**src/rtl/cmc_pkg.sv**
```systemverilog
package cmc_pkg;

  localparam int MAX_MAP_LEN  = 1048576;
  localparam int SET_SIZE     = 4;
  localparam int PACKED_CODES = 4;
  localparam int CODE_W       = 8;
  localparam int CNT_W        = $clog2(MAX_MAP_LEN + 1);
  localparam int POS_W        = $clog2(MAX_MAP_LEN);
  localparam int SET_CNT_W    = 3;
  localparam int USED_MAX     = (SET_SIZE < PACKED_CODES) ? SET_SIZE : PACKED_CODES;
  localparam int CFG_IDX_W    = 3;
  localparam int CFG_DATA_W   = PACKED_CODES * CODE_W;

  typedef enum logic [CFG_IDX_W-1:0] {
    CFG_DEC_CODES  = 3'd0,
    CFG_DEC_COUNT  = 3'd1,
    CFG_EMPTY      = 3'd2,
    CFG_HEAD       = 3'd3,
    CFG_GOOD_HEAD  = 3'd4,
    CFG_GOOD_BODY  = 3'd5
  } cmc_cfg_idx_t;

  typedef struct packed {
    logic [CODE_W-1:0] status_code;
    logic              last;
  } cmc_in_t;

  typedef struct packed {
    logic [POS_W-1:0] position;
    logic             is_head;
    logic             is_good_head;
    logic [CNT_W-1:0] decodable_total;
    logic [CNT_W-1:0] head_total;
    logic [CNT_W-1:0] run_starts;
    logic [CNT_W-1:0] empty_total;
    logic [CNT_W-1:0] good_head_total;
    logic [CNT_W-1:0] good_body_total;
    logic             map_done;
  } cmc_out_t;

  typedef struct packed {
    logic [CFG_DATA_W-1:0] dec_codes;
    logic [SET_CNT_W-1:0]  dec_count;
    logic [CODE_W-1:0]     empty_code;
    logic [CODE_W-1:0]     head_code;
    logic [CODE_W-1:0]     good_head_code;
    logic [CODE_W-1:0]     good_body_code;
  } cmc_cfg_t;

  typedef struct packed {
    logic decodable;
    logic head;
    logic empty;
    logic good_head;
    logic good_body;
  } cmc_class_t;

  function automatic logic [CNT_W-1:0] bump(input logic [CNT_W-1:0] c);
    logic [CNT_W-1:0] lim;
    lim = CNT_W'(MAX_MAP_LEN);
    return (c < lim) ? c + 1'b1 : lim;
  endfunction

endpackage

```
**src/rtl/cmc_classify.sv**
```systemverilog
module cmc_classify (
  input  cmc_pkg::cmc_cfg_t                cfg,
  input  logic [cmc_pkg::CODE_W-1:0]       code,
  output cmc_pkg::cmc_class_t              cls
);

  logic [cmc_pkg::SET_CNT_W-1:0] used;
  logic [cmc_pkg::PACKED_CODES-1:0] hit;
  logic in_set;

  always_comb begin
    if (cfg.dec_count > cmc_pkg::SET_CNT_W'(cmc_pkg::USED_MAX)) begin
      used = cmc_pkg::SET_CNT_W'(cmc_pkg::USED_MAX);
    end else begin
      used = cfg.dec_count;
    end
  end

  // one comparator per packed slot, gated by the number of slots in use
  always_comb begin
    for (int i = 0; i < cmc_pkg::PACKED_CODES; i++) begin
      hit[i] = (cmc_pkg::SET_CNT_W'(i) < used) &&
               (cfg.dec_codes[i*cmc_pkg::CODE_W +: cmc_pkg::CODE_W] == code);
    end
  end

  assign in_set = |hit;

  always_comb begin
    cls.decodable = in_set;
    cls.head      = in_set && (code == cfg.head_code);
    cls.empty     = !in_set && (code == cfg.empty_code);
    cls.good_head = !in_set && (code != cfg.empty_code) && (code == cfg.good_head_code);
    cls.good_body = !in_set && (code != cfg.empty_code) && (code != cfg.good_head_code) &&
                    (code == cfg.good_body_code);
  end

endmodule

```
**src/rtl/cmc_stats.sv**
```systemverilog
module cmc_stats (
  input  logic                 clk,
  input  logic                 rst_n,
  input  logic                 step,
  input  cmc_pkg::cmc_class_t  cls,
  input  logic                 last,
  output cmc_pkg::cmc_out_t    res_r
);

  logic [cmc_pkg::CNT_W-1:0] pos_r, dec_r, head_r, run_r, empty_r, ghead_r, gbody_r;
  logic [cmc_pkg::CNT_W-1:0] pos_nxt, dec_nxt, head_nxt, run_nxt, empty_nxt, ghead_nxt,
                             gbody_nxt;
  logic                      prev_dec_r, prev_dec_nxt;
  logic [cmc_pkg::CNT_W-1:0] pos_cap;
  cmc_pkg::cmc_out_t         res_nxt;

  localparam logic [cmc_pkg::CNT_W-1:0] PosTop = cmc_pkg::CNT_W'(cmc_pkg::MAX_MAP_LEN - 1);

  always_comb begin
    pos_cap   = (pos_r > PosTop) ? PosTop : pos_r;
    pos_nxt   = cmc_pkg::bump(pos_r);
    dec_nxt   = cls.decodable ? cmc_pkg::bump(dec_r) : dec_r;
    head_nxt  = cls.head ? cmc_pkg::bump(head_r) : head_r;
    run_nxt   = (cls.decodable && !prev_dec_r) ? cmc_pkg::bump(run_r) : run_r;
    empty_nxt = cls.empty ? cmc_pkg::bump(empty_r) : empty_r;
    ghead_nxt = cls.good_head ? cmc_pkg::bump(ghead_r) : ghead_r;
    gbody_nxt = cls.good_body ? cmc_pkg::bump(gbody_r) : gbody_r;
    prev_dec_nxt = cls.decodable;

    res_nxt.position        = pos_cap[cmc_pkg::POS_W-1:0];
    res_nxt.is_head         = cls.head;
    res_nxt.is_good_head    = cls.good_head;
    res_nxt.decodable_total = dec_nxt;
    res_nxt.head_total      = head_nxt;
    res_nxt.run_starts      = run_nxt;
    res_nxt.empty_total     = empty_nxt;
    res_nxt.good_head_total = ghead_nxt;
    res_nxt.good_body_total = gbody_nxt;
    res_nxt.map_done        = last;
  end

  always_ff @(posedge clk) begin
    if (!rst_n) begin
      pos_r      <= '0;
      dec_r      <= '0;
      head_r     <= '0;
      run_r      <= '0;
      empty_r    <= '0;
      ghead_r    <= '0;
      gbody_r    <= '0;
      prev_dec_r <= 1'b0;
    end else if (step) begin
      if (last) begin
        // map closed: start the next one from scratch
        pos_r      <= '0;
        dec_r      <= '0;
        head_r     <= '0;
        run_r      <= '0;
        empty_r    <= '0;
        ghead_r    <= '0;
        gbody_r    <= '0;
        prev_dec_r <= 1'b0;
      end else begin
        pos_r      <= pos_nxt;
        dec_r      <= dec_nxt;
        head_r     <= head_nxt;
        run_r      <= run_nxt;
        empty_r    <= empty_nxt;
        ghead_r    <= ghead_nxt;
        gbody_r    <= gbody_nxt;
        prev_dec_r <= prev_dec_nxt;
      end
    end
  end

  always_ff @(posedge clk) begin
    if (step) begin
      res_r <= res_nxt;
    end
  end

endmodule

```
**src/rtl/cluster_map_classifier.sv**
```systemverilog
// Path: an accepted beat is held in the input register, then classified and counted into the
// result register, from which it is offered on the result channel.
// Throughput: one beat per cycle while results are taken; both stages advance whenever the result register is free.
// Reset (rst_n low, synchronous): config registers, all map counters and both valid flags
// clear; a beat with last set also clears the map counters after its result is built.
module cluster_map_classifier (
  input  logic                              clk,
  input  logic                              rst_n,
  input  logic                              in_valid,
  output logic                              in_ready,
  input  cmc_pkg::cmc_in_t                  in_data,
  output logic                              out_valid,
  input  logic                              out_ready,
  output cmc_pkg::cmc_out_t                 out_data,
  input  logic                              cfg_valid,
  output logic                              cfg_ready,
  input  logic [cmc_pkg::CFG_IDX_W-1:0]     cfg_index,
  input  logic [cmc_pkg::CFG_DATA_W-1:0]    cfg_data
);

  cmc_pkg::cmc_cfg_t   cfg_r;
  cmc_pkg::cmc_in_t    s1_data_r;
  cmc_pkg::cmc_class_t cls;
  logic                s1_valid_r;
  logic                out_valid_r;
  logic                s2_ready;
  logic                step;

  assign cfg_ready = 1'b1;

  always_ff @(posedge clk) begin
    if (!rst_n) begin
      cfg_r <= '0;
    end else if (cfg_valid) begin
      unique case (cmc_pkg::cmc_cfg_idx_t'(cfg_index))
        cmc_pkg::CFG_DEC_CODES: cfg_r.dec_codes      <= cfg_data;
        cmc_pkg::CFG_DEC_COUNT: cfg_r.dec_count      <= cfg_data[cmc_pkg::SET_CNT_W-1:0];
        cmc_pkg::CFG_EMPTY:     cfg_r.empty_code     <= cfg_data[cmc_pkg::CODE_W-1:0];
        cmc_pkg::CFG_HEAD:      cfg_r.head_code      <= cfg_data[cmc_pkg::CODE_W-1:0];
        cmc_pkg::CFG_GOOD_HEAD: cfg_r.good_head_code <= cfg_data[cmc_pkg::CODE_W-1:0];
        cmc_pkg::CFG_GOOD_BODY: cfg_r.good_body_code <= cfg_data[cmc_pkg::CODE_W-1:0];
        default: ;
      endcase
    end
  end

  assign s2_ready = !out_valid_r || out_ready;
  assign step     = s1_valid_r && s2_ready;
  assign in_ready = !s1_valid_r || s2_ready;

  always_ff @(posedge clk) begin
    if (!rst_n) begin
      s1_valid_r  <= 1'b0;
      out_valid_r <= 1'b0;
    end else begin
      if (in_ready) begin
        s1_valid_r <= in_valid;
      end
      if (s2_ready) begin
        out_valid_r <= s1_valid_r;
      end
    end
  end

  always_ff @(posedge clk) begin
    if (in_valid && in_ready) begin
      s1_data_r <= in_data;
    end
  end

  cmc_classify u_classify (
    .cfg  (cfg_r),
    .code (s1_data_r.status_code),
    .cls  (cls)
  );

  cmc_stats u_stats (
    .clk   (clk),
    .rst_n (rst_n),
    .step  (step),
    .cls   (cls),
    .last  (s1_data_r.last),
    .res_r (out_data)
  );

  assign out_valid = out_valid_r;

  a_flags_exclusive: assert property (@(posedge clk) disable iff (!rst_n)
    out_valid_r |-> !(out_data.is_head && out_data.is_good_head))
    else $error("head and good head flagged on one beat");

  a_head_counted: assert property (@(posedge clk) disable iff (!rst_n)
    (out_valid_r && out_data.is_head) |-> (out_data.head_total != '0 &&
                                           out_data.decodable_total != '0))
    else $error("head flagged but not counted");

  a_totals_order: assert property (@(posedge clk) disable iff (!rst_n)
    out_valid_r |-> (out_data.head_total <= out_data.decodable_total &&
                     out_data.run_starts <= out_data.decodable_total))
    else $error("sub-totals exceed decodable total");

  a_last_done: assert property (@(posedge clk) disable iff (!rst_n)
    (step && s1_data_r.last) |=> (out_valid_r && out_data.map_done))
    else $error("last beat did not close the map");

endmodule
```
**config.mk**
```make
export PLATFORM = sky130hd
export DESIGN_NAME = cluster_map_classifier
export DESIGN_NICKNAME = d
export VERILOG_FILES = /design/src/rtl/cmc_pkg.sv /design/src/rtl/cmc_classify.sv /design/src/rtl/cmc_stats.sv /design/src/rtl/cluster_map_classifier.sv
export SDC_FILE = /design/constraint.sdc
export NUM_CORES = 1
export LEC_CHECK = 0
export BUFFER_PORTS_ARGS = -buffer_cell sky130_fd_sc_hd__buf_2
export CORE_MARGIN = 3
export CORE_UTILIZATION = 40
export DETAILED_ROUTE_END_ITERATION = 12
export SETUP_SLACK_MARGIN = 0.05
export SKIP_CTS_REPAIR_TIMING = 1
export SLEW_MARGIN = 20
export SYNTH_ARGS = -nofsm -noshare
export SYNTH_HDL_FRONTEND = slang
export SYNTH_SLANG_ARGS = --single-unit
export TNS_END_PERCENT = 5
```
**constraint.sdc**
```tcl
create_clock -name clk -period 9.09 [get_ports clk]
set_input_delay 1.818 -clock clk [delete_from_list [all_inputs] [get_ports clk]]
set_output_delay 1.818 -clock clk [all_outputs]
set_load 0.02 [all_outputs]
```
Word level (Yosys, flattened, before mapping) --
Cells that the tools add are included.
Word-level totals: input port bits 49, bits in registers 375, word-level logic and storage cells 112, output and inout port bits 152
Cells by class: $add $sub $neg 7, muxes and demuxes 22, magnitude comparators 13, reduce and logical (&&, ||, !) cells 27, equality and inequality tests 15
Operators by type and width (number):
- $mux W21 | 20
- $add A21 B1 Y21 const B | 7
- $lt A21 B21 Y1 const B | 7
- $eq A8 B8 Y1 | 8
- $gt A21 B20 Y1 const B | 1
- $ne A8 B8 Y1 | 2
- $logic_and A1 B1 Y1 | 13
- $reduce_and A2 Y1 | 6
- $eq A3 B2 Y1 const B | 2
- $eq A3 B3 Y1 const B | 2
- $lt A1 B3 Y1 const A | 2
- $lt A2 B3 Y1 const A | 2
- $logic_not A1 Y1 | 4
- $reduce_or A4 Y1 | 1
- $eq A3 B1 Y1 const B | 1
- $gt A3 B3 Y1 const B | 1
- $logic_not A3 Y1 | 1
- $mux W3 | 1
- $logic_or A1 B1 Y1 | 2
- $mux W1 | 1

Depth between registers and ports, before layout --
depth in word-level cells 11, mapped depth 12, gate-level depth less buffers 8

By module --
Synthesis repeated with hierarchy kept, for this count alone.
Second synthesis, totals: cell total of the unflattened synthesis 1799, area, all modules 17550.6 sq um
By module, submodules not included:
- cmc_stats | area an instance 13774.5 sq um, instances 1, cells each 1418, seq. area each 7437.1 sq um
- cluster_map_classifier | area an instance 2925.3 sq um, instances 1, cells each 277, seq. area each 1651.6 sq um
- cmc_classify | area an instance 850.8 sq um, instances 1, cells each 104, seq. area each 0.0 sq um

Least setup slack after synthesis --
OpenSTA, ideal clock, no wires.
path kind input port to flip-flop, start point input out_ready, end point register u_stats.dec_r[4] in the netlist's numbering, arrival 7.707 ns, stages 8, library setup time 0.119 ns, setup slack 1.264 ns, data required time 8.971 ns, path buffers 3, cells stage by stage nand2b_1 -> nand2_1 -> inv_1 -> clkbuf_1 -> clkbuf_1 -> clkbuf_1 -> o21ai_0 -> o211a_1
On the way: longest elaborated chain between the ends 2
Ends and longest elaborated chain:
- start, declared | RTL line cluster_map_classifier.sv:13 | input logic out_ready,
- $logic_or A1 B1 Y1 | RTL line cluster_map_classifier.sv:47 | assign s2_ready = !out_valid_r || out_ready;
- $logic_and A1 B1 Y1 | RTL line cluster_map_classifier.sv:48 | assign step = s1_valid_r && s2_ready;
- net step | RTL line cluster_map_classifier.sv:27 | logic step;
- end signal, assigned | RTL line cmc_stats.sv:65 | dec_r <= dec_nxt;
- end, declared | RTL line cmc_stats.sv:10 | logic [cmc_pkg::CNT_W-1:0] pos_r, dec_r, head_r, run_r, empty_r, ghead_r, gbody_r;
The timed path passes the listed nets, and every way through them passes these cells. A chain may end at the register's enable or synchronous reset.

==> impl_metrics.py <==
metrics = {
    "routing": {
        "antenna_left": 0,
        "detailed_router_iteration_count_before_antenna_repair": 5,
        "detail_route.vias_per_cell": 5.49,
        "drt_iter0_drc": 1136,
        "remaining_drc_errors": 0,
        "dr_total_vias": 14902,
        "finalWirelength_um": 47300,
        "wl_per_cell_um": 17.4,
    },
    "place": {
        "place_ws_ns": 4.31,
        "place.detailed.instances": 2639,
        "portBuffers": 199,
        "place.detailed.hpwl_um": 31900,
        "gpl.final_weighted_congestion": 0.830,
    },
    "timing": {
        "final-hold-violation-count": 0,
        "clock_skew_ns": 0.0303,
        "max-slew-margin-rel_pct": 27.2,
        "crit_path_setup_slack_layout_ns": 4.86,
        "achievable-frequency_mhz": 236,
        "layout_min_cycle_time_ns": 4.23,
        "fin_hold_ws_ns": 0.476,
        "grt_setup_unrepaired": "false",
        "worst-slew-pin-transition_ns": 1.09,
        "final_setup_viols": 0,
        "final_min_period_over_clock_period_pct": 46.6,
        "report.final.slew_viol_count": 0,
        "setup-tns-final_ns": 0,
    },
    "power": {
        "power.ir.vdd_worst_uv": 124,
        "clock_power_share_pct": 46.1,
        "p_sw_mw": 0.847,
        "part_of_the_total_power_dissipated_in_combinational_logic_pct": 5.3,
        "cellPowerDensity_nw_per_um2": 179,
        "static_leakage_power_nw": 7.38,
        "power_switching_share_pct": 22.7,
        "p_seq_share_pct": 48.7,
        "overall_power_of_the_completed_layout_mw": 3.74,
        "internal_power_mw": 2.89,
    },
    "critical_path": {
        "timing.rr.start": "s1_data_r[8]$_DFFE_PP_",
        "critPathMaxFanout": 20,
        "critPathArrivalTime_ns": 4.73,
        "required_ns": 9.58,
        "critPathLaunchType": "input port",
        "criticalPathCategory": "input port to flip-flop",
        "r2r_setup_slack_ns": 5.09,
        "startpoint": "rst_n",
        "worst_setup_path_end_kind": "flip-flop",
    },
    "clocking": {
        "clock_tree_from_tritoncts": "built",
        "ctsRootBufferMaster": "clkbuf_16",
        "clock_sinks": 375,
        "cts_max_path_buffers": 3,
        "cts_buffers": 42,
        "cts.reportedPaths.clkPinSlew_ns": 0.06,
        "clk-insertion-delay-late_ns": 0.57,
        "htree_num_levels": 2,
    },
    "logic_synthesis": {
        "synth_compound_gate_area_share_pct": 18.0,
        "synthesized_netlist_net_count": 2014,
        "synth.mux.area_fraction_pct": 0.826,
        "synth_top_family_by_area": "simple AND/OR/NAND/NOR gates",
        "synth-edff-count": 158,
        "asyncSetResetFlopFracSynth_pct": 0,
        "yosys.cell_types.count": 74,
        "yosys_warnings": 0,
        "syn-instance-count": 1958,
        "synth_seq_area_share_pct": 50.0,
        "synth-seq-cells": 375,
        "mapped_cell_area_sq_um": 18200,
        "synthesis.area_per_instance_sq_um": 9.29,
        "post_synth_and_or_nand_nor_area_fraction_pct": 21.9,
        "postSynth.topFlopCell": "dfxtp_1",
        "post_synth_xor_area_fraction_pct": 5.20,
        "synth_fa_ha_area_share_pct": 0.482,
    },
    "hold_path": {
        "hold_path_startpoint": "cfg_r[1]$_SDFFE_PN0P_",
        "hp-class": "flip-flop to flip-flop",
    },
    "final_layout": {
        "area_growth_pct": 15.1,
        "instances_no_fill": 2715,
        "final_net_count": 2147,
        "final.fill_count": 4213,
        "antenna-diode-count": 0,
        "final_layout_size_suffix_gt1_share_pct": 15.6,
    },
    "grt": {
        "grt_pass1_wl_um": 74100,
        "antenna_found_initial": 0,
        "grt_pass1_vias": 13663,
        "total_gr_overflow": 0,
        "global_route.usage.total_pct": 19.2,
        "grt_max_degree": 93,
    },
    "die": {
        "ioPinCount": 201,
        "die_width_um": 219,
        "chipHeight_um": 219,
        "core-area_sq_um": 44500,
        "floorplan.die_area_sq_um": 48000,
        "std_cell_rows": 77,
        "starting_utilization_of_the_core_area_pct": 40.8,
    },
    "run_status": {
        "outcome": "completed",
    },
    "job": {
        "drv.max_cap_violation_count": 0,
    },
}
==> critical path, cell delays in order <==
cell and delay [ns]:
buf_2 0.12, nor2b_1 0.77, nand2_1 0.76, a21oi_2 0.85, o21ai_0 0.20, a31oi_1 0.21
==> kinds of logic after synthesis <==
group,after synthesis
flip-flops,375
AO/OA/AOI/OAI,490
multiplexers,14
buffers and inverters,154
AND/OR/NAND/NOR,809
XOR/XNOR,108
adder cells (fa/ha/maj),7
other,1
==> power groups by stage <==
stage / sequential, mW / combinational (mW) / clock (mW)
CTS: 1.82 / 0.199 / 1.76
floorplan: 1.89 / 0.0905 / 0
finish: 1.82 / 0.196 / 1.72
global route: 1.82 / 0.215 / 1.83
global placement: 1.86 / 0.197 / 0
detailed placement: 1.86 / 0.198 / 0
==> worst paths after layout <==
| kind | endpoint | cells past startpoint |
|---|---|---|
| min reg2reg | cfg_r[1]$_SDFFE_PN0P_ | 2 |
| max reg2reg | u_stats.res_r[37]$_DFFE_PP_ | 9 |
| max | u_stats.dec_r[10]$_SDFFE_PN0P_ | 6 |
| min | cfg_r[1]$_SDFFE_PN0P_ | 2 |
==> final cells by class <==
| cell class | count | area [sq um] | area share, % |
|---|---|---|---|
| sequential | 375 | 9090 | 43.4 |
| timing repair buffer | 214 | 1110 | 5.30 |
| tap | 592 | 741 | 3.54 |
| inverter | 29 | 114 | 0.544 |
| clock inverter | 22 | 272 | 1.30 |
| multi-input combinational | 1429 | 8500 | 40.6 |
| clock buffer | 54 | 1120 | 5.33 |
==> per-stage QoR <==
stage / cell area (sq um) / util [%]
2_1_floorplan: 18200 / -
3_3_place_gp: 19500 / 43.9
3_5_place_dp: 19500 / 43.9
4_1_cts: 20900 / 47.0
5_1_grt: 20900 / 47.0
6_report: 20900 / 47.0
==> cell usage in the layout (no fill, tap or decap), types with 33 or more instances in the layout <==
master	netlist	routed
nand2_1	288	287
dfxtp_1	217	217
buf_2	21	199
edfxtp_1	158	158
nor2_1	146	145
o21ai_0	132	132
a21boi_0	72	72
xnor2_1	70	70
nand3_1	61	61
a21oi_1	60	58
a31oi_1	57	57
nand4_1	45	45
nor3_1	46	45
clkbuf_16	0	42
xor2_1	38	38
and2_1	38	37
nand2b_1	35	35
a22o_1	34	34
and3_1	33	33
==> state kept, by name (all words and copies together) (netlist names), 9 cells and up <==
name             count
u_stats.res_r      149
cfg_r               67
u_stats.dec_r       21
u_stats.empty_r     21
u_stats.gbody_r     21
u_stats.ghead_r     21
u_stats.head_r      21
u_stats.pos_r       21
u_stats.run_r       21
s1_data_r            9
==> cell usage after synthesis (33+ instances only) <==
master	number	share of area, %
nor2_1	146	3.0
and3_1	33	1.1
nand4_1	45	1.5
o21ai_0	132	3.6
a21oi_1	60	1.7
dfxtp_1	217	24
nand3_1	61	1.7
xnor2_1	70	3.4
xor2_1	38	1.8
nor3_1	46	1.3
a22o_1	34	1.6
a21boi_0	72	3.0
and2_1	38	1.3
edfxtp_1	158	26
nand2_1	288	5.9
a31oi_1	57	2.0
clkbuf_1	87	1.8
nand2b_1	35	1.2
==> metal layers <==
metal	track usage [%]	part of all wire, %	vias to the layer above
li1	-	-	7339
met1	26.8	47	7067
met2	29.8	44	411
met3	3.39	5.8	85
met4	6.98	3.0	0
met5	0	0	-
(Power assumes the default switching activity.)
